[config.mk]
export PLATFORM = sky130hd
export DESIGN_NAME = bxds_div
export DESIGN_NICKNAME = d
export VERILOG_FILES = /design/src/design/assert_macros.svh /design/src/design/bxds_pkg.sv /design/src/design/bxds_div.sv
export SDC_FILE = /design/constraint.sdc
export NUM_CORES = 1
export LEC_CHECK = 0
export BUFFER_PORTS_ARGS = -buffer_cell sky130_fd_sc_hd__buf_2
export CAP_MARGIN = 20
export CORE_MARGIN = 2
export CORE_UTILIZATION = 58
export CTS_BUF_LIST = sky130_fd_sc_hd__clkbuf_16
export CTS_CLUSTER_DIAMETER = 50
export DETAILED_ROUTE_END_ITERATION = 16
export GPL_ROUTABILITY_DRIVEN = 0
export GPL_TIMING_DRIVEN = 0
export PLACE_DENSITY = 0.8
export SYNTH_ARGS = -nofsm -noshare
export SYNTH_HDL_FRONTEND = slang
export SYNTH_SLANG_ARGS = --single-unit
[constraint.sdc]
create_clock -name i_clk -period 5.08 [get_ports i_clk]
set_clock_uncertainty 0.2 [all_clocks]
set_input_delay 0 -clock i_clk [delete_from_list [all_inputs] [get_ports i_clk]]
set_output_delay 0 -clock i_clk [all_outputs]
set_load 0.02 [all_outputs]
[src/design/assert_macros.svh]
// Assertion macros shared by the downscaler RTL.
// Included by modules that carry concurrent checks; no other dependencies.
`ifndef ASSERT_MACROS_SVH
`define ASSERT_MACROS_SVH

`ifndef SYNTHESIS
// Same-cycle implication, disabled while reset is held
`define BXDS_ASSERT_IMP(lbl, clk, rstn, ante, cons) \
    lbl: assert property (@(posedge clk) disable iff (!(rstn)) (ante) |-> (cons)) \
        else $error("bxds assertion failed");
// Next-cycle implication, disabled while reset is held
`define BXDS_ASSERT_NXT(lbl, clk, rstn, ante, cons) \
    lbl: assert property (@(posedge clk) disable iff (!(rstn)) (ante) |=> (cons)) \
        else $error("bxds assertion failed");
`else
`define BXDS_ASSERT_IMP(lbl, clk, rstn, ante, cons)
`define BXDS_ASSERT_NXT(lbl, clk, rstn, ante, cons)
`endif

`endif

[src/design/bxds_pkg.sv]
// Package for the box average downscaler: widths, register indexes, types.
// No dependencies; used by bxds_if, the top level, bxds_pos and bxds_div.
`timescale 1ns / 1ps

package bxds_pkg;

    // Default sizing of the line store and the largest block
    localparam int MAX_WIDTH_DEF  = 2048;
    localparam int MAX_FACTOR_DEF = 16;
    localparam int HEIGHT_LIMIT   = 2048;

    // Field widths
    localparam int PIX_W       = 8;
    localparam int BLK_FIELD_W = 5;
    localparam int WID_FIELD_W = 12;
    localparam int HGT_FIELD_W = 12;
    localparam int HGT_W       = $clog2(HEIGHT_LIMIT + 1);
    localparam int ROW_W       = $clog2(HEIGHT_LIMIT);
    localparam int NUM_CHAN    = 3;

    // Configuration port
    localparam int CFG_IDX_W  = 2;
    localparam int CFG_DATA_W = 12;
    localparam logic [CFG_IDX_W-1:0] CFG_BLOCK_SIZE   = 2'd0;
    localparam logic [CFG_IDX_W-1:0] CFG_IMAGE_WIDTH  = 2'd1;
    localparam logic [CFG_IDX_W-1:0] CFG_IMAGE_HEIGHT = 2'd2;

    // Register reset values
    localparam int BLOCK_SIZE_RST   = 2;
    localparam int IMAGE_WIDTH_RST  = 640;
    localparam int IMAGE_HEIGHT_RST = 480;

    // Request sequencing
    typedef enum logic [1:0] {
        ST_IDLE,
        ST_RMW,
        ST_DIV,
        ST_HOLD
    } t_state;

    // Where the current pixel sits relative to its block
    typedef struct packed {
        logic in_block;
        logic first;
        logic last;
        logic row_end;
        logic frame_end;
    } t_blk_flags;

endpackage

[src/design/bxds_div.sv]
// Iterative divider: three channel sums by the block area, one quotient bit a cycle.
// Depends on bxds_pkg for the pixel width and channel count.
`timescale 1ns / 1ps

module bxds_div #(
    parameter int SUM_W  = 16,
    parameter int AREA_W = 9,
    localparam int CNT_W = $clog2(bxds_pkg::PIX_W)
) (
    input  logic                                                i_clk,
    input  logic                                                i_rst_n,
    input  logic                                                i_start,
    input  logic [AREA_W-1:0]                                   i_area,
    input  logic [bxds_pkg::NUM_CHAN-1:0][SUM_W-1:0]            i_sums,
    output logic                                                o_done,
    output logic [bxds_pkg::NUM_CHAN-1:0][bxds_pkg::PIX_W-1:0]  o_quots
);

    logic [bxds_pkg::NUM_CHAN-1:0][SUM_W-1:0]           r_rem;
    logic [bxds_pkg::NUM_CHAN-1:0][bxds_pkg::PIX_W-1:0] r_quot;
    logic [SUM_W-1:0]                                   r_dvs;
    logic [CNT_W-1:0]                                   r_cnt;
    logic                                               r_busy;
    logic                                               r_done;

    // Control: count the quotient bits, flag completion
    always_ff @(posedge i_clk) begin
        if (!i_rst_n) begin
            r_busy <= 1'b0;
            r_done <= 1'b0;
            r_cnt  <= '0;
        end else if (i_start) begin
            r_busy <= 1'b1;
            r_done <= 1'b0;
            r_cnt  <= '0;
        end else if (r_busy) begin
            r_cnt <= r_cnt + CNT_W'(1);
            if (r_cnt == CNT_W'(bxds_pkg::PIX_W - 1)) begin
                r_busy <= 1'b0;
                r_done <= 1'b1;
            end
        end
    end

    // Restoring steps: quotient fits the pixel width, so the divisor starts shifted by one less
    always_ff @(posedge i_clk) begin
        if (i_start) begin
            r_rem  <= i_sums;
            r_quot <= '0;
            r_dvs  <= SUM_W'(i_area) << (bxds_pkg::PIX_W - 1);
        end else if (r_busy) begin
            for (int ch = 0; ch < bxds_pkg::NUM_CHAN; ch++) begin
                if (r_rem[ch] >= r_dvs) begin
                    r_rem[ch]  <= r_rem[ch] - r_dvs;
                    r_quot[ch] <= {r_quot[ch][bxds_pkg::PIX_W-2:0], 1'b1};
                end else begin
                    r_quot[ch] <= {r_quot[ch][bxds_pkg::PIX_W-2:0], 1'b0};
                end
            end
            r_dvs <= r_dvs >> 1;
        end
    end

    assign o_done  = r_done;
    assign o_quots = r_quot;

endmodule
Word level (Yosys, flattened, before mapping)
Index checks and enable logic that the tools add are counted.

Add/sub/neg operators: 4. Multiply operators: 0. Divide/modulo/power cells: 0. $lt $le $gt $ge: 3. Equal/unequal tests: 1. Shifts and indexed selects: 0. Mux-type cells: 13. Bitwise operators: 1. Reduce and logical (&&, ||, !) cells: 9.

Operator list (count): two-way mux 48 bit (2); two-way mux 16 bit (5); greater-or-equal comparator 16 bit (3); subtractor 16 bit (3); AND reduction 2 bit (4); nonzero test 2 bit (4); two-way mux 1 bit (6); adder 3 x 1 -> 3 bit (second input constant) (1); == test 3 bit (second input constant) (1); OR reduction 2 bit (1); inverter 1 bit (1).

Bits in registers: 93. Latch bits: 0. Bits in writable memories: 0. Bits in read-only memories: 0. Output and inout bits: 25. Memories kept: 0.

Logic depth before layout (Yosys ltp)
Depth after elaboration: 4. Gate-level depth with buffers: 10. Gate-level depth less buffers: 10.

Least setup slack after synthesis
OpenSTA, ideal clock, no wires.

Path kind: register to register. From: register r_rem[16] in the netlist's numbering. To: register r_rem[16] in the netlist's numbering (enable). Setup time: 0.411 ns. Arrival: 3.028 ns. Required time: 4.469 ns. Setup slack: 1.441 ns. Cell stages (with the launch flop): 10. Clock period less this slack: 3.639 ns. Cell sequence: edfxtp_1 -> inv_1 -> ha_1 -> fa_1 -> nand2b_1 -> a21oi_2 -> o21ai_1 -> a2111oi_2 -> nor3_1 -> o21ai_0.

Cells in the longest elaborated chain, start to end: 3.

Ends and longest elaborated chain: start, declared (line bxds_div.sv:19) `logic [bxds_pkg::NUM_CHAN-1:0][SUM_W-1:0] r_rem;`; start signal, assigned (line bxds_div.sv:48) `r_rem <= i_sums;`; start signal, assigned by index (line bxds_div.sv:54) `r_rem[ch] <= r_rem[ch] - r_dvs;`; greater-or-equal comparator 16 bit (line bxds_div.sv:53) `if (r_rem[ch] >= r_dvs) begin`; nonzero test 2 bit (no source line); AND reduction 2 bit (no source line).

No other way between the ends. A chain may end at the register's enable or synchronous reset.

Worst setup path in the final report
From: register r_dvs[0]. To: register r_rem[23] in the netlist's numbering (enable).

Cells in the longest elaborated chain, start to end: 3.

Ends and longest elaborated chain: start, declared (line bxds_div.sv:21) `logic [SUM_W-1:0] r_dvs;`; start signal, assigned (line bxds_div.sv:50) `r_dvs <= SUM_W'(i_area) << (bxds_pkg::PIX_W - 1);`; start signal, assigned (line bxds_div.sv:60) `r_dvs <= r_dvs >> 1;`; greater-or-equal comparator 16 bit (line bxds_div.sv:53); nonzero test 2 bit (no source line); AND reduction 2 bit (no source line).

No other way between the ends.

==> flow_results.org <==
** Run status
- The flow ran to the end, and the final reports show no timing, DRC or antenna violations.

** Floorplan
- The die covers approximately 11000 µm².
- The floorplan has 37 rows.
- Once the floorplan was initialized, standard cells occupied around three fifths of the core.
- Chip Width :: around 110 µm
- Number of placed I/O pins :: between 80 and 90
- Core area :: just over 10000 µm²
- Die height :: approximately 110 µm

** Place
- The wire-length estimate of the detail-placed layout is roughly 12 mm.
- Total cell area at the placement stage :: just under 7000 µm²
- In this run the tool buffered the top-level ports with 83 buffer cells.
- Placed Cells incl. Taps :: between 800 and 900

** Yosys
- In this run, synthesis inferred between 50 and 60 flip-flops with an integrated enable.
- Of the synthesized area, sequential elements account for 39.7%.
- For this run, the number of Yosys warnings is 0.
- Net count of the mapped netlist :: 777
- Post-synthesis area per instance :: 9.23 µm²
- The most used flip-flop cell after synthesis is edfxtp_1.
- The synthesized design contains 93 register bits.
- Post-synth cell types :: between 60 and 70
- Async set-reset flop share out of synthesis :: 0%
- The synthesized netlist occupies a cell area of approximately 6100 µm².
- The cell count after synthesis came out at around 660.

** Cells and area
- The net count of the finished layout is 929.
- The library cell used most frequently in the layout, excluding fill and tap cells, is buf_2.
- Relative to the synthesized area, the layout overhead comes to 23.9%.
- After filler insertion, the fill cell instance count of the layout stands at 777.
- In the final layout, the multi-input gates occupy 3470 µm².
- The top cell types in the final layout, fill and taps aside, are buf_2 (87), nand2_1 (72), nor2_1 (65).
- Fin util :: about three quarters
- Summing all non-filler instances in the final layout gives an area of 7590 µm².
- Diode insertion count for antenna repair :: 0
- The count of cells in the finished layout, fillers not included, comes to between 900 and 1000.
- Sequential Area :: 2430 µm²
- Share of layout cells above drive strength 1 :: 14.6%

** Critical path
- The number of cells on the worst reg-to-reg path is 8.
- The endpoint identified for the worst register-to-register timing path is r_rem[23].
- The critical path is of the reg2reg type.
- Peak per-stage delay on the critical path :: 0.73 ns
- In this run the worst path has a maximum fanout of 16.
- At the worst endpoint, the arrival time is about 3.2 ns.
- Cell-by-cell trace of the critical path :: ha_1 -> fa_1 -> nand2b_1 -> a21oi_2 -> o21ai_1 -> a2111oi_2 -> nor3_1 -> o21ai_2
- Gate family responsible for the most delay along the worst path :: compound AO/OA/AOI/OAI gates
- Worst Setup Start Kind :: flip-flop
- Counting both buffers and inverters, the worst setup path holds a total of 0.
- Worst reg2reg setup slack :: approximately 1.6 ns
- Required time reported for the critical path endpoint :: a little under 5 ns
- CP max-delay cell :: o21ai_2
- Critical path capture point type :: flip-flop
- Reg-to-Reg Start :: r_dvs[0]

** GRT
- The initial antenna violation count was 0.
- Across every metal layer, demand over resource in global routing totals between 30% and 40%.
- Remaining global-route overflow :: 0
- Pin count of the biggest net entering global routing :: 19
- Wire length of the first global-routing pass :: between 20 and 30 mm
- Via count of the first global-routing pass :: between 5000 and 6000

** Route
- Dividing the detail-routed wire length by the instance count gives between 15 and 20 µm.
- Wire length reported by the detailed router :: approximately 17 mm
- Routed via count :: 5778
- Starting DRC count in detailed routing :: approximately 440
- Once detail routing completed, the nets flagged for antenna violations numbered 0.
- After detailed routing, the number of remaining DRC violations is 0.
- Before antenna repair, the detailed router went through 8 iterations.
- Routed vias/inst :: 6.04

** STA
- At the pin with the least slew margin, the transition time is 0.930 ns.
- Number of hold-slack violations in the final timing report :: 0
- Setup violations remaining at the end of the flow were counted as 0.
- The worst pin sits at a relative slew slack of between 30% and 40%.
- Portion of the clock cycle consumed by the worst path in the final layout :: between 60 and 70%
- Number of pins with negative max-slew slack in the final report :: 0
- After routing, the total negative slack on setup checks comes to 0 ns.
- RSZ-0062 raised after global routing :: no
- Crit path time final :: 3.44 ns
- Static timing analysis puts the maximum clock frequency at ~290 MHz.

** Worst hold path
- The worst hold path belongs to the class in2reg.
- The worst hold path terminates at r_rem[35].
- The startpoint identified for the worst hold timing path is i_sums[35].
- Along the worst hold path, the cell count comes to 4.

** CTS
- TritonCTS built the clock tree.
- After clock tree synthesis, the clock-pin slew on the worst setup and hold paths is about 0.080 ns.
- The clock tree synthesis step divided the H-tree into 3 levels.
- Clock latency on the worst-skew pair, taken at its later pin, is between 0.3 and 0.4 ns.
- Cts bufs inserted :: 9
- In this run the post-CTS setup repair buffer count came out at 0.
- Deepest clock path buffer count :: 2
- Counting every sink on the clock net gives 93.
- The tree is rooted in a clkbuf_16.

** Power and ir drop
- VDD sags by at most approximately 0.24 mV.
- P_leak :: ~3.2 nW
- In this run the power density over the cells is just under 400 nW/µm².

** Job
- Across the run, the number of max-cap violations was 0.
[cell type report]
cell class                 instances  share of cell area, %
buffer                            28                   1.45
clock buffer                       9                   2.97
clock inverter                     7                  0.873
inverter                          32                   1.58
multi-input combinational        511                   45.7
sequential                        93                   32.0
tap                              136                   2.24
timing repair buffer             141                   13.1
[synth_stat cells (all sizes together) (14+ instances only)]
| cell | number | area share [%] |
|---|---|---|
| a21oi | 35 | 3.0 |
| clkbuf | 22 | 1.3 |
| dfxtp | 36 | 12 |
| edfxtp | 57 | 28 |
| ha | 50 | 10 |
| inv | 32 | 2.0 |
| mux2i | 31 | 5.1 |
| nand2 | 72 | 4.4 |
| nor2 | 65 | 4.0 |
| nor3 | 16 | 1.3 |
| o21ai | 60 | 5.0 |
| xor2 | 14 | 2.0 |
[per-stage QoR]
stage / hold slack, ns / total power [mW] / worst slack [ns]
finish: 0.245 / 3.01 / 1.64
global route: 0.285 / 3.18 / 1.36
CTS: 0.227 / 2.97 / 1.66
detailed placement: 0.0819 / 2.26 / 1.70
global placement: 0.0743 / 2.21 / 0.636
floorplan: -0.0462 / 1.98 / 1.44
[layer usage]
layer | global-route usage, % | vias up | share of wire (%)
met2 | 50.2 | 296 | 47
met5 | 0 | - | 0
met1 | 37.9 | 2674 | 41
met3 | 6.32 | 48 | 7.9
li1 | - | 2760 | -
met4 | 12.9 | 0 | 3.3
[flip-flops by register name, summed over array words and instances, names as in the netlist]
signal / flops
r_cnt: 3
r_busy: 1
r_dvs: 16
r_rem: 48
o_done: 1
o_quots: 24
[power breakdown]
part / switching [mW] / internal [mW] / leakage, nW
logic: 0.796 / 0.535 / 2.21
clock network: 0.330 / 0.347 / 0.148
registers: 0.0465 / 0.955 / 0.866
[cells by family after synthesis]
family                   after synthesis  synth area share (%)
AND/OR/NAND/NOR                      209                  15.6
multiplexers                          34                  5.61
XOR/XNOR                              27                  3.86
buffers and inverters                 60                  3.76
adder cells (fa/ha/maj)               53                  11.2
flip-flops                            93                  39.7
AO/OA/AOI/OAI                        188                  20.3
[worst max path at each step]
| stage | slack, ns | from | endpoint | cells past startpoint |
|---|---|---|---|---|
| finish | 1.64 | r_dvs[0] | r_rem[23] | 8 |
| global route | 1.36 | r_dvs[0] | r_rem[18] | 8 |
| CTS | 1.66 | r_dvs[0] | r_rem[19] | 8 |
| detailed placement | 1.70 | r_dvs[0] | r_rem[17] | 8 |
| global placement | 0.64 | r_dvs[8] | r_rem[12] | 9 |
| floorplan | 1.44 | r_rem[16] | r_rem[16] | 9 |
[what timing repair did]
item	4_1_cts	5_1_grt
endpoints found under the hold margin	62	0
setup endpoints to repair	0	0
resized for setup	0	0
hold buffers	58	0
[worst reg2reg max path, delay by kind of cell (launching register included)]
kind	cells	cell delay (ns)
compound gates	4	1.58
fa+ha+maj	2	0.61
flops	1	0.36
simple gates	2	0.29
Note: power is estimated with default switching activity, not from simulation.
