## src/design/assert_macros.svh

```systemverilog
// Assertion macros shared by the downscaler RTL.
// Included by modules that carry concurrent checks; no other dependencies.
`ifndef ASSERT_MACROS_SVH
`define ASSERT_MACROS_SVH

`ifndef SYNTHESIS
// Same-cycle implication, disabled while reset is held
`define BXDS_ASSERT_IMP(lbl, clk, rstn, ante, cons) \
    lbl: assert property (@(posedge clk) disable iff (!(rstn)) (ante) |-> (cons)) \
        else $error("bxds assertion failed");
// Next-cycle implication, disabled while reset is held
`define BXDS_ASSERT_NXT(lbl, clk, rstn, ante, cons) \
    lbl: assert property (@(posedge clk) disable iff (!(rstn)) (ante) |=> (cons)) \
        else $error("bxds assertion failed");
`else
`define BXDS_ASSERT_IMP(lbl, clk, rstn, ante, cons)
`define BXDS_ASSERT_NXT(lbl, clk, rstn, ante, cons)
`endif

`endif

```

## src/design/bxds_pkg.sv

```systemverilog
// Package for the box average downscaler: widths, register indexes, types.
// No dependencies; used by bxds_if, the top level, bxds_pos and bxds_div.
`timescale 1ns / 1ps

package bxds_pkg;

    // Default sizing of the line store and the largest block
    localparam int MAX_WIDTH_DEF  = 2048;
    localparam int MAX_FACTOR_DEF = 16;
    localparam int HEIGHT_LIMIT   = 2048;

    // Field widths
    localparam int PIX_W       = 8;
    localparam int BLK_FIELD_W = 5;
    localparam int WID_FIELD_W = 12;
    localparam int HGT_FIELD_W = 12;
    localparam int HGT_W       = $clog2(HEIGHT_LIMIT + 1);
    localparam int ROW_W       = $clog2(HEIGHT_LIMIT);
    localparam int NUM_CHAN    = 3;

    // Configuration port
    localparam int CFG_IDX_W  = 2;
    localparam int CFG_DATA_W = 12;
    localparam logic [CFG_IDX_W-1:0] CFG_BLOCK_SIZE   = 2'd0;
    localparam logic [CFG_IDX_W-1:0] CFG_IMAGE_WIDTH  = 2'd1;
    localparam logic [CFG_IDX_W-1:0] CFG_IMAGE_HEIGHT = 2'd2;

    // Register reset values
    localparam int BLOCK_SIZE_RST   = 2;
    localparam int IMAGE_WIDTH_RST  = 640;
    localparam int IMAGE_HEIGHT_RST = 480;

    // Request sequencing
    typedef enum logic [1:0] {
        ST_IDLE,
        ST_RMW,
        ST_DIV,
        ST_HOLD
    } t_state;

    // Where the current pixel sits relative to its block
    typedef struct packed {
        logic in_block;
        logic first;
        logic last;
        logic row_end;
        logic frame_end;
    } t_blk_flags;

endpackage

```

## src/design/bxds_pos.sv

```systemverilog
// Raster position tracker: pixel, block and block-start counters for the frame.
// Depends on bxds_pkg for the flag struct and row widths.
`timescale 1ns / 1ps

module bxds_pos #(
    parameter int MAX_WIDTH  = bxds_pkg::MAX_WIDTH_DEF,
    parameter int MAX_FACTOR = bxds_pkg::MAX_FACTOR_DEF,
    localparam int BS_W   = $clog2(MAX_FACTOR + 1),
    localparam int FB_W   = $clog2(MAX_FACTOR),
    localparam int WID_W  = $clog2(MAX_WIDTH + 1),
    localparam int COL_W  = $clog2(MAX_WIDTH),
    localparam int CMP_W  = ((WID_W > BS_W) ? WID_W : BS_W) + 2,
    localparam int RCMP_W = ((bxds_pkg::HGT_W > BS_W) ? bxds_pkg::HGT_W : BS_W) + 2
) (
    input  logic                        i_clk,
    input  logic                        i_rst_n,
    input  logic                        i_restart,
    input  logic                        i_advance,
    input  logic [BS_W-1:0]             i_block_size,
    input  logic [WID_W-1:0]            i_image_width,
    input  logic [bxds_pkg::HGT_W-1:0]  i_image_height,
    output bxds_pkg::t_blk_flags        o_flags,
    output logic [COL_W-1:0]            o_addr
);

    logic [COL_W-1:0]          r_pix_col,   n_pix_col;
    logic [COL_W-1:0]          r_col_start, n_col_start;
    logic [COL_W-1:0]          r_out_col,   n_out_col;
    logic [FB_W-1:0]           r_col_blk,   n_col_blk;
    logic [bxds_pkg::ROW_W-1:0] r_pix_row,  n_pix_row;
    logic [bxds_pkg::ROW_W-1:0] r_row_start, n_row_start;
    logic [FB_W-1:0]           r_row_blk,   n_row_blk;

    logic col_last, row_last, cblk_last, rblk_last;
    logic in_col, in_row, last_blk_col, last_blk_row;

    // End-of-row, end-of-frame and end-of-block tests
    assign col_last  = (WID_W'(r_pix_col) + WID_W'(1)) >= i_image_width;
    assign row_last  = (bxds_pkg::HGT_W'(r_pix_row) + bxds_pkg::HGT_W'(1)) >= i_image_height;
    assign cblk_last = (BS_W'(r_col_blk) + BS_W'(1)) >= i_block_size;
    assign rblk_last = (BS_W'(r_row_blk) + BS_W'(1)) >= i_block_size;

    // Block completeness: the block fits when its start plus the side stays inside
    assign in_col = (CMP_W'(r_col_start) + CMP_W'(i_block_size)) <= CMP_W'(i_image_width);
    assign in_row = (RCMP_W'(r_row_start) + RCMP_W'(i_block_size))
                    <= RCMP_W'(i_image_height);
    assign last_blk_col = (CMP_W'(r_col_start) + CMP_W'(i_block_size)
                           + CMP_W'(i_block_size)) > CMP_W'(i_image_width);
    assign last_blk_row = (RCMP_W'(r_row_start) + RCMP_W'(i_block_size)
                           + RCMP_W'(i_block_size)) > RCMP_W'(i_image_height);

    always_comb begin
        o_flags.in_block  = in_col && in_row;
        o_flags.first     = (r_col_blk == '0) && (r_row_blk == '0);
        o_flags.last      = cblk_last && rblk_last;
        o_flags.row_end   = last_blk_col;
        o_flags.frame_end = last_blk_col && last_blk_row;
    end

    assign o_addr = r_out_col;

    // Raster advance
    always_comb begin
        n_pix_col   = r_pix_col;
        n_col_start = r_col_start;
        n_out_col   = r_out_col;
        n_col_blk   = r_col_blk;
        n_pix_row   = r_pix_row;
        n_row_start = r_row_start;
        n_row_blk   = r_row_blk;
        if (i_restart) begin
            n_pix_col   = '0;
            n_col_start = '0;
            n_out_col   = '0;
            n_col_blk   = '0;
            n_pix_row   = '0;
            n_row_start = '0;
            n_row_blk   = '0;
        end else if (i_advance) begin
            if (col_last) begin
                n_pix_col   = '0;
                n_col_start = '0;
                n_out_col   = '0;
                n_col_blk   = '0;
                if (row_last) begin
                    n_pix_row   = '0;
                    n_row_start = '0;
                    n_row_blk   = '0;
                end else begin
                    n_pix_row = r_pix_row + bxds_pkg::ROW_W'(1);
                    if (rblk_last) begin
                        n_row_blk   = '0;
                        n_row_start = bxds_pkg::ROW_W'(RCMP_W'(r_row_start)
                                                       + RCMP_W'(i_block_size));
                    end else begin
                        n_row_blk = r_row_blk + FB_W'(1);
                    end
                end
            end else begin
                n_pix_col = r_pix_col + COL_W'(1);
                if (cblk_last) begin
                    n_col_blk   = '0;
                    n_out_col   = r_out_col + COL_W'(1);
                    n_col_start = COL_W'(CMP_W'(r_col_start) + CMP_W'(i_block_size));
                end else begin
                    n_col_blk = r_col_blk + FB_W'(1);
                end
            end
        end
    end

    always_ff @(posedge i_clk) begin
        if (!i_rst_n) begin
            r_pix_col   <= '0;
            r_col_start <= '0;
            r_out_col   <= '0;
            r_col_blk   <= '0;
            r_pix_row   <= '0;
            r_row_start <= '0;
            r_row_blk   <= '0;
        end else begin
            r_pix_col   <= n_pix_col;
            r_col_start <= n_col_start;
            r_out_col   <= n_out_col;
            r_col_blk   <= n_col_blk;
            r_pix_row   <= n_pix_row;
            r_row_start <= n_row_start;
            r_row_blk   <= n_row_blk;
        end
    end

endmodule

```

## config.mk

```make
export PLATFORM = sky130hd
export DESIGN_NAME = bxds_pos
export DESIGN_NICKNAME = d
export VERILOG_FILES = /design/src/design/assert_macros.svh /design/src/design/bxds_pkg.sv /design/src/design/bxds_pos.sv
export SDC_FILE = /design/constraint.sdc
export NUM_CORES = 1
export LEC_CHECK = 0
export BUFFER_PORTS_ARGS = -buffer_cell sky130_fd_sc_hd__buf_4
export CAP_MARGIN = 25
export CORE_MARGIN = 1.5
export CORE_UTILIZATION = 63
export CTS_CLUSTER_SIZE = 8
export DETAILED_ROUTE_END_ITERATION = 7
export PLACE_DENSITY = 0.83
export SLEW_MARGIN = 20
export SYNTH_ARGS = -nofsm -noshare
export SYNTH_HDL_FRONTEND = slang
export SYNTH_SLANG_ARGS = --single-unit
```

## constraint.sdc

```tcl
create_clock -name i_clk -period 11.5 [get_ports i_clk]
set_input_delay 1.15 -clock i_clk [delete_from_list [all_inputs] [get_ports i_clk]]
set_output_delay 1.15 -clock i_clk [all_outputs]
set_load 0.005 [all_outputs]
```

Yosys cells after proc, flatten, opt, wreduce, memory -nomap -nowiden. Index checks and enable logic that the tools add are counted.

Logic and storage cells: 53. Flip-flop bits (word level): 63. Bits of input ports: 33. Output and inout port bits: 16.

Reductions and logical operators: 12. Add/subtract/negate cells: 13. Bitwise gates (word level): 1. Order comparisons: 8. Multiplexer cells: 12.

Operators with widths (count): $mux 11 (8); $add 11x1->11 const B (3); $add 14x5->14 (2); $gt 14x12->1 (2); $le 14x12->1 (2); $add 11x1->12 const B (2); $add 11x5->12 (2); $ge 12x12->1 (2); $mux 4 (4); $add 4x1->5 const B (2); $ge 5x5->1 (2); $add 4x1->4 const B (2); $logic_not 4->1 (2); $logic_and 1x1->1 (4); $reduce_and 2->1 (2); $reduce_bool 2->1 (2); $reduce_and 3->1 (1); $reduce_or 2->1 (1); $not 1->1 (1).

Longest topological paths before layout. Gate-level depths: netlist of run 1.

Depth in word-level cells: 4. Depth in mapped cells: 20. Gate-level depth less buffers: 20.

Least setup slack after synthesis of run 1. OpenSTA, ideal clock, no wires.

Path type: input -> output. From: input i_block_size[1]. To: output o_flags[0] (netlist name). Data arrival time: 4.462 ns. Buffers on the path: 0. Setup slack: 5.888 ns. Required time: 10.350 ns. Stages on the path: 16. Cell sequence: inv_1 > fa_1 > nor2b_1 > o21a_1 > nor2_1 > xnor2_1 > ha_1 > nand2_1 > o21ai_0 > nand2_1 > or4b_1 > xnor2_1 > ha_1 > nand3_1 > o32a_1 > and3_1.

RTL lines: start, declared (RTL line bxds_pos.sv:19) `input logic [BS_W-1:0] i_block_size,`; end, declared (RTL line bxds_pos.sv:22) `output bxds_pkg::t_blk_flags o_flags,`.

==> impl_results.md, run 1 <==
* Crit path DAT at 5210 ps
* Outcome: finished clean
* TritonCTS clock tree: done
* Hold Crit Class: reg -> reg
* HPWL after DPL at 12.93 mm
* Post-Synthesis Cells at 782
* Die X-Extent at ~100 µm
* Setup Skew at 7.971 ps
* Mapped cell area at 6314 µm²
* Startpoint types: primary input
* Hold_buf cts at 0
* Setup WS pre-CTS at 5235 ps
* Global routing's busiest layer: met2
* First-pass DRT Iterations at 6
* Final Hold Viols at 0
* Top-area cell type share of the netlist area at 21.60%
* Seq cells post-synth at 63
* PortBufs at 48
* Max-Cap Viols at 0
* Crit. End Element: output port
* Post-layout min period at 6363 ps
* Crit path max fanout at 5
* GRT Util Overall at a little under a third
* Synth top area cells: ha_1 22%, dfxtp_1 20%, xnor2_1 5.0%
* Worst-Skew Late Latency at around 350 ps
* EDFF count, synth at 0
* # setup viols final at 0
* # nets final at just under 1k
* Initial Util at 64.89%
* Vias in the first global route at 5436
* Top FF cell, synth: dfxtp_1
* Area grow syn2layout at 10.17%
* Worst setup margin at 5137 ps
* CTS Root Cell: clkbuf_8
* Max Slew Vio Count at 0
* Post-cts sizing count at 0
* Worst slew pin tran at between 1000 and 1500 ps
* Grt met2 use at 50.56%
* Final period util at 55.33%
* I/O pin count at 49
* Distinct cell type count after synthesis at between 60 and 70
* Met3 global-route usage at 5.288%
* VDD IR-drop max at 0.06070 mV
* GRT Residual Overflow at 0
* Unrepaired setup endpoints after global routing: no
* Final GP Congestion at 1.026
* Part of the Yosys area used for sequential elements at 19.98%
* Area leader, netlist: ha_1
* Initial antenna violation count at 0
* Fraction of final layout cells sized beyond drive strength 1 at 10.14%
* Via count at 6042
* FFs w/ async S/R, synth at 0%
* M1 GR Usage at 42.08%
* Leakage at 3.174 nW
* Postcts setup bufs at 0
* Slew HR at 32.97%
* Sum Neg Setup Slack at 0 ps
* DIE HEIGHT at roughly 100 µm
* Clock Pin Slew Worst Setup and Hold Paths at roughly 70 ps
* Wire length per cell at 17.15 µm
* Fmax at 157.2 MHz
* Final Cell Area at 6955 µm²
* Global-route wire length before repair at between 20 and 30 mm
* Final WL at ~16 mm
* Req. time, crit path at about 10000 ps
* Mapped Avg Cell Area at 8.074 µm²
* Critical path class: in -> out
* Dpl cell area at between 6000 and 7000 µm²
* CORE AREA at 9729 µm²
* Htree depth at 3
* Rows at 36
* Number of routed nets with antenna violations at 0
* CTS buffer count at 9
* DR DRC count at 0
* Clk buf depth at 2
* Vias/cell at 6.287
* Yosys Warn Count at 0
* 1st-iter DRT viols at between 300 and 400
* # clock sinks at 63
* Die ar. at 10630 µm²
* Cell Pwr Density at roughly 74 nW/µm²
* Ant diodes at 0
* Pin count of the biggest net entering global routing at 38
* Synth Net Count at 928
[synthesized netlist by cell type (all sizes together) (16+ instances only)]
cell / n
ha: 109
nand2: 70
dfxtp: 63
inv: 61
a21oi: 51
o21ai: 45
nor2: 36
xnor2: 36
nand3: 35
and3: 24
xor2: 20
nand4: 18
clkbuf: 16
[routing by layer]
metal  part of all wire, %  wire length [µm]
met5                     0                 0
met1                    45              7355
met4                   2.2               356
met3                   7.0              1160
met2                    46              7605
[power breakdown]
group / leakage [nW] / internal [mW] / total (mW) / switching [mW]
clock: 0.0892 / 0.0984 / 0.191 / 0.0925
sequential: 0.508 / 0.219 / 0.220 / 0.000956
combinational: 2.58 / 0.0436 / 0.104 / 0.0600
[worst max-delay path, cell delays in order]
cell and delay, ps:
buf_4 130, ha_1 310, a211oi_1 480, nor2_1 200, nor2_1 270, ha_1 240
o21ai_0 150, a21boi_0 310, o21ai_0 190, nor4_1 320, xnor2_1 110, ha_1 320
nand4_1 120, or3_1 380, o21ai_0 90, a21oi_1 120, and3_1 190, buf_4 130
[registers in the layout (all words and copies together), names as in the netlist]
name,flops
o_addr,11
r_col_start,11
r_pix_col,11
r_pix_row,11
r_row_start,11
r_col_blk,4
r_row_blk,4
[cell families (layout without fill, tap and decap cells)]
family | Yosys count | after routing | synth area share [%]
adders and majority gates | 113 | 113 | 22.87
DFF | 63 | 63 | 19.98
and+or+nand+nor | 261 | 261 | 21.34
xor gates and xnor gates | 56 | 56 | 7.769
buffers and inverters | 83 | 129 | 5.272
AOI/OAI and AO/OA | 206 | 206 | 22.77
[worst paths after layout]
| kind | end | startpoint | cells after the start | slack, ps |
|---|---|---|---|---|
| setup / recovery | o_flags[0] | i_block_size[1] | 18 | 5140 |
| hold / removal | r_row_start[3] | r_row_start[3] | 2 | 470 |
| setup reg to reg | r_row_start[0] | r_pix_col[0] | 12 | 6730 |
| hold reg to reg | r_row_start[3] | r_row_start[3] | 2 | 470 |
[cell type report]
| type | count | area [µm²] |
|---|---|---|
| Sequential cell | 63 | 1261 |
| Clock inverter | 4 | 47.55 |
| Clock buffer | 11 | 131.4 |
| Multi-Input combinational cell | 636 | 4722 |
| Tap cell | 133 | 166.4 |
| Fill cell | 823 | 2774 |
| Inverter | 61 | 229.0 |
| Timing Repair Buffer | 53 | 397.9 |
[cells in the final DEF (no fill, tap or decap), types with 8 or more instances in the layout]
cell type / instances
nand3_1: 35
clkbuf_8: 9
and3_1: 24
nand2_1: 70
or3_1: 9
a31oi_1: 8
nor2b_1: 12
nand4_1: 18
inv_1: 61
ha_1: 109
nand2b_1: 9
xnor2_1: 36
o21a_1: 12
dfxtp_1: 63
and2_1: 8
nor2_1: 36
xor2_1: 20
buf_4: 53
o21ai_0: 41
a21oi_1: 51
a21o_1: 15
nor3_1: 11
[metrics by stage]
stage / total power, mW / hold slack (ps) / utilization, % / instances
floorplan: 0.2928 / 450.0 / - / 782
global placement: 0.3219 / 462.2 / 69.57 / 945
detailed placement: 0.3258 / 465.8 / 69.65 / 946
CTS: 0.5129 / 475.7 / 71.49 / 961
global route: 0.5343 / 501.6 / 71.49 / 961
finish: 0.5141 / 474.1 / 71.49 / 961
No activity file was read; power rests on OpenSTA's default activity.
==> run 2, diff against run 1 <==
--- a/config.mk
+++ b/config.mk
@@ -8,10 +8,10 @@
 export BUFFER_PORTS_ARGS = -buffer_cell sky130_fd_sc_hd__buf_4
 export CAP_MARGIN = 25
 export CORE_MARGIN = 1.5
-export CORE_UTILIZATION = 63
+export CORE_UTILIZATION = 56
 export CTS_CLUSTER_SIZE = 8
 export DETAILED_ROUTE_END_ITERATION = 7
-export PLACE_DENSITY = 0.83
+export PLACE_DENSITY = 0.78
 export SLEW_MARGIN = 20
 export SYNTH_ARGS = -nofsm -noshare
 export SYNTH_HDL_FRONTEND = slang
==> constraint.sdc (replaced) <==
create_clock -name i_clk -period 5.3 [get_ports i_clk]
set_input_delay 0.53 -clock i_clk [delete_from_list [all_inputs] [get_ports i_clk]]
set_output_delay 0.53 -clock i_clk [all_outputs]
set_load 0.005 [all_outputs]
==> impl_results.md, run 2 (synthesized netlist as in run 1, its figures left out) <==
* Outcome: finished clean
* Hold path depth at 2
* Final GP Congestion at 0.9195
* Pwr Total at 1.298 mW
* HPWL after DPL at 12.66 mm
* PortBufs at 48
* Crit path max fanout at 3
* Critical path class: reg -> out
* Most frequent cells in the layout: 109 x ha_1, 70 x nand2_1, 63 x dfxtp_1
* Most common cell after layout, fill and taps aside: ha_1
* Slew HR at 40.69%
* Vias/cell at 6.133
* Setup WS pre-CTS at 317.8 ps
* R2R depth at 12
* Die X-Extent at 109.2 µm
* Hold Crit Class: reg -> reg
* Max-Cap Viols at 0
* CTS buffer count at 9
* Crit path DAT at approximately 4500 ps
* CP cell instances: ha_1, inv_1, fa_1, nor2b_1, o21a_1, nor2_1, xnor2_1, ha_1, a21oi_1, o22ai_1, xor2_1, ha_1, a21o_1, a21oi_1, nor2b_1, a2111oi_1, a21oi_1, and3_1, buf_4
* Number of routed nets with antenna violations at 0
* TritonCTS clock tree: done
* GRT Util Overall at 28.34%
* VDD IR-drop max at 0.1780 mV
* Initial antenna violation count at 0
* Clk buf depth at 2
* Area grow syn2layout at 12.47%
* Sum Neg Setup Slack at 0 ps
* Bufs and invs on worst path at 2
* Req. time, crit path at 4770 ps
* I/O pin count at 49
* Dpl cell area at 6793 µm²
* CORE AREA at ~11000 µm²
* Wire length per cell at roughly 17 µm
* Setup Skew at 5.155 ps
* Final period util at 95.65%
* Worst slew pin tran at 889.6 ps
* # clock sinks at 63
* Leakage at 3.242 nW
* Via count at 5943
* Unrepaired setup endpoints after global routing: no
* # nets final at 971
* Fmax at just under 200 MHz
* Die ar. at 11920 µm²
* Final WL at 16.30 mm
* Fraction of final layout cells sized beyond drive strength 1 at 10.49%
* Worst-Skew Late Latency at 330 ps
* Initial Util at between 50% and 60%
* Hold_ws at 472.0 ps
* Post-layout min period at around 5100 ps
* Postcts setup bufs at 0
* Rows at 38
* Vias in the first global route at 5587
* Worst setup margin at 230.6 ps
* Clock Pin Slew Worst Setup and Hold Paths at 50 ps
* DR DRC count at 0
* Final Hold Viols at 0
* GRT Residual Overflow at 0
* Ant diodes at 0
* Htree depth at 3
* # setup viols final at 0
* Critical R2R Launch: r_pix_col[0]
* 1st-iter DRT viols at around 350
* Final Cell Area at approximately 7000 µm²
* Global-route wire length before repair at 26.66 mm
* Max Slew Vio Count at 0
* Top Family by Delay on Critical Path: compound AO/OA/AOI/OAI gates
* Crit path largest cell delay at between 400 and 500 ps
* Cell Pwr Density at 182.9 nW/µm²
* Hold path start: o_addr[10]
* Critical path depth at 19
* DIE HEIGHT at approximately 110 µm
* CTS Root Cell: clkbuf_16
* Critical Path Source: r_col_start[0]
* Crit. End Element: output port
* Startpoint types: flop
* Pin count of the biggest net entering global routing at 38
* CP max-delay cell: fa_1
* First-pass DRT Iterations at 5
run 2: cell type report:
cell class,count,area [µm²]
Fill cell,932,3835
Multi-Input combinational cell,636,4731
Sequential cell,63,1261
Clock buffer,12,256.5
Inverter,61,229.0
Timing Repair Buffer,54,405.4
Clock inverter,3,42.54
Tap cell,140,175.2
run 2: layer usage:
metal  vias to the layer above  wire length, µm  global-route usage [%]
met5                         -                0                       0
met4                         0              397                   11.87
met3                        24              789                   4.363
met2                       163             7425                   45.22
met1                      2810             7687                   37.95
li1                       2946                -                       -
run 2: metrics by stage:
| stage | util [%] | cells |
|---|---|---|
| final | 64.93 | 969 |
| after global routing | 64.93 | 969 |
| after CTS | 64.85 | 969 |
| after detailed placement | 62.12 | 954 |
| after global placement | 62.05 | 953 |
| after floorplan | - | 782 |
run 2: worst reg2reg max path, delay by kind of cell, from the launching register on:
family,cells,cell delay [ps]
flip-flops,1,440
AND/OR/NAND/NOR,5,1380
adder cells (fa/ha/maj),2,540
XOR/XNOR,1,110
AO/OA/AOI/OAI,4,1810
run 2: path summary, 6_finish.rpt:
path / slack [ps] / end
min reg2reg: 470 / o_addr[10]
min: 470 / o_addr[10]
max reg2reg: 870 / r_row_start[8]
max: 230 / o_flags[0]
run 2: where the power goes:
part | leakage, nW | switching (mW) | internal [mW] | total (mW)
sequential | 0.508 | 0.00220 | 0.475 | 0.478
clock | 0.145 | 0.209 | 0.386 | 0.595
combinational | 2.59 | 0.131 | 0.0947 | 0.226
total | 3.24 | 0.342 | 0.956 | 1.30
run 2: timing repair:
| action | CTS | global route |
|---|---|---|
| endpoints found under the setup margin | 0 | 2 |
| gates resized for setup | 0 | 5 |
| endpoints found under the hold margin | 0 | 0 |
| hold buffers | 0 | 0 |
==> run 3, diff against run 2 <==
--- a/config.mk
+++ b/config.mk
@@ -7,6 +7,7 @@
 export LEC_CHECK = 0
 export BUFFER_PORTS_ARGS = -buffer_cell sky130_fd_sc_hd__buf_4
 export CAP_MARGIN = 25
+export CORE_ASPECT_RATIO = 0.9
 export CORE_MARGIN = 1.5
 export CORE_UTILIZATION = 56
 export CTS_CLUSTER_SIZE = 8
==> impl_results.md, run 3 (synthesized netlist as in run 1, its figures left out) <==
* Outcome: finished clean
* GRT Util Overall at 29.32%
* Critical path depth at 18
* Vias/cell at between 6 and 7
* HPWL after DPL at 13.09 mm
* Req. time, crit path at 4770 ps
* Reg area at about 1300 µm²
* VDD IR-drop max at 0.2095 mV
* Cell Pwr Density at 183.3 nW/µm²
* Placed cell count at 966
* Wire length per cell at 17.17 µm
* Startpoint types: flop
* Crit. End Element: output port
* Unrepaired setup endpoints after global routing: no
* CTS Root Cell: clkbuf_16
* Clk buf depth at 2
* Fmax at 199.6 MHz
* Final period util at 94.53%
* Final GP Congestion at roughly 0.99
* Rows at 36
* Max Slew Vio Count at 0
* # setup viols final at 0
* DIE HEIGHT at 103.7 µm
* Most common cell after layout, fill and taps aside: ha_1
* Vias in the first global route at roughly 5.9k
* Max-Cap Viols at 0
* Area grow syn2layout at 12.84%
* Most frequent CP cell: ha_1
* Top Family by Delay on Critical Path: adder cells
* Most frequent cells in the layout: 109 x ha_1, 70 x nand2_1, 63 x dfxtp_1
* Worst slew pin tran at roughly 950 ps
* GRT Residual Overflow at 0
* CORE AREA at 10900 µm²
* I/O pin count at between 40 and 50
* Leakage at between 3 and 4 nW
* Hold path depth at 2
* Fill count at 964
* PortBufs at 48
* CTS buffer count at 9
* R2R depth at 12
* Final Hold Viols at 0
* TritonCTS clock tree: done
* Multi-input gate area at 4732 µm²
* Bufs and invs on worst path at 2
* Via count at 6032
* Fraction of final layout cells sized beyond drive strength 1 at 10.83%
* Post-layout min period at 5010 ps
* # clock sinks at 63
* Die X-Extent at ~110 µm
* Htree depth at 3
* DR DRC count at 0
* Crit path largest cell delay at about 590 ps
* CP cell instances: ha_1, inv_1, fa_1, nor2b_1, o21a_1, nor2_1, xnor2_1, ha_1, nand2_1, o21ai_0, nand2_1, or4b_1, xnor2_1, ha_1, nand3_1, o32a_1, and3_1, buf_4
* Crit path DAT at ~4500 ps
* Initial Util at 57.92%
* Dpl cell area at 6808 µm²
* Crit path max fanout at 4
* Final cell count without fillers at 983
* Final WL at 16.88 mm
* Final Util at 65.36%
* Ant diodes at 0
* First-pass DRT Iterations at 5
* Hold Crit Class: reg -> reg
* Setup Skew at 6.467 ps
* Pwr Total at 1.306 mW
* Worst-Skew Late Latency at 340 ps
* CP max-delay cell: or4b_1
* Slew HR at 36.63%
* Global-route wire length before repair at 28.19 mm
* Critical path class: reg -> out
* Number of routed nets with antenna violations at 0
* 1st-iter DRT viols at 348
* # nets final at 972
* Sum Neg Setup Slack at 0 ps
* Initial antenna violation count at 0
* Pin count of the biggest net entering global routing at 38
* Final Cell Area at 7124 µm²
* Die ar. at roughly 12000 µm²
* Clock Pin Slew Worst Setup and Hold Paths at 60 ps
-- run 3: final cells by class --
cell class | count | share of cell area [%]
inverter | 61 | 3.214
sequential | 63 | 17.70
timing repair buffer | 55 | 5.796
clock buffer | 11 | 3.407
tap | 152 | 2.669
clock inverter | 5 | 0.7903
multi-input combinational | 636 | 66.42
-- run 3: what timing repair did --
action,CTS,global route
setup endpoints to repair,0,1
resized for setup,0,3
setup buffers,0,1
hold buffers,0,0
-- run 3: final timing paths --
check                   end  slack, ps      startpoint
min           r_pix_row[10]        480   r_pix_row[10]
min reg2reg   r_pix_row[10]        480   r_pix_row[10]
max              o_flags[0]        290  r_row_start[0]
max reg2reg  r_row_start[8]        820    r_pix_col[0]
-- run 3: report_power, final --
part,total (mW),switching (mW),internal [mW]
Clock,0.603,0.226,0.377
Sequential,0.478,0.00241,0.475
Combinational,0.226,0.131,0.0951
Total,1.31,0.359,0.947
-- run 3: worst register-to-register path, cell delays in order, from the launching register on --
cell     delay, ps
dfxtp_1        460
ha_1           290
nand3_1        210
or4_1          620
nor2_1         170
xor2_1         100
ha_1           280
nand2_1         60
o21ai_1        550
o21a_1         240
nand2_1        310
a21oi_1        860
o32ai_1        160
-- run 3: per-stage QoR --
step / hold slack (ps) / setup slack, ps
after floorplan: 450.0 / 928.3
after global routing: 497.8 / 12.51
after detailed placement: 464.7 / 294.9
after CTS: 474.3 / 267.4
final: 481.8 / 289.7
after global placement: 463.6 / 495.4
-- run 3: metal layers --
| layer | vias up | GRT usage, % | wire [µm] | share of wire [%] |
|---|---|---|---|---|
| li1 | 2955 | - | - | - |
| met1 | 2832 | 40.09 | 7874 | 47 |
| met2 | 216 | 45.88 | 7488 | 44 |
| met3 | 29 | 6.612 | 1182 | 7.0 |
| met4 | 0 | 8.818 | 333 | 2.0 |
| met5 | - | 0 | 0 | 0 |
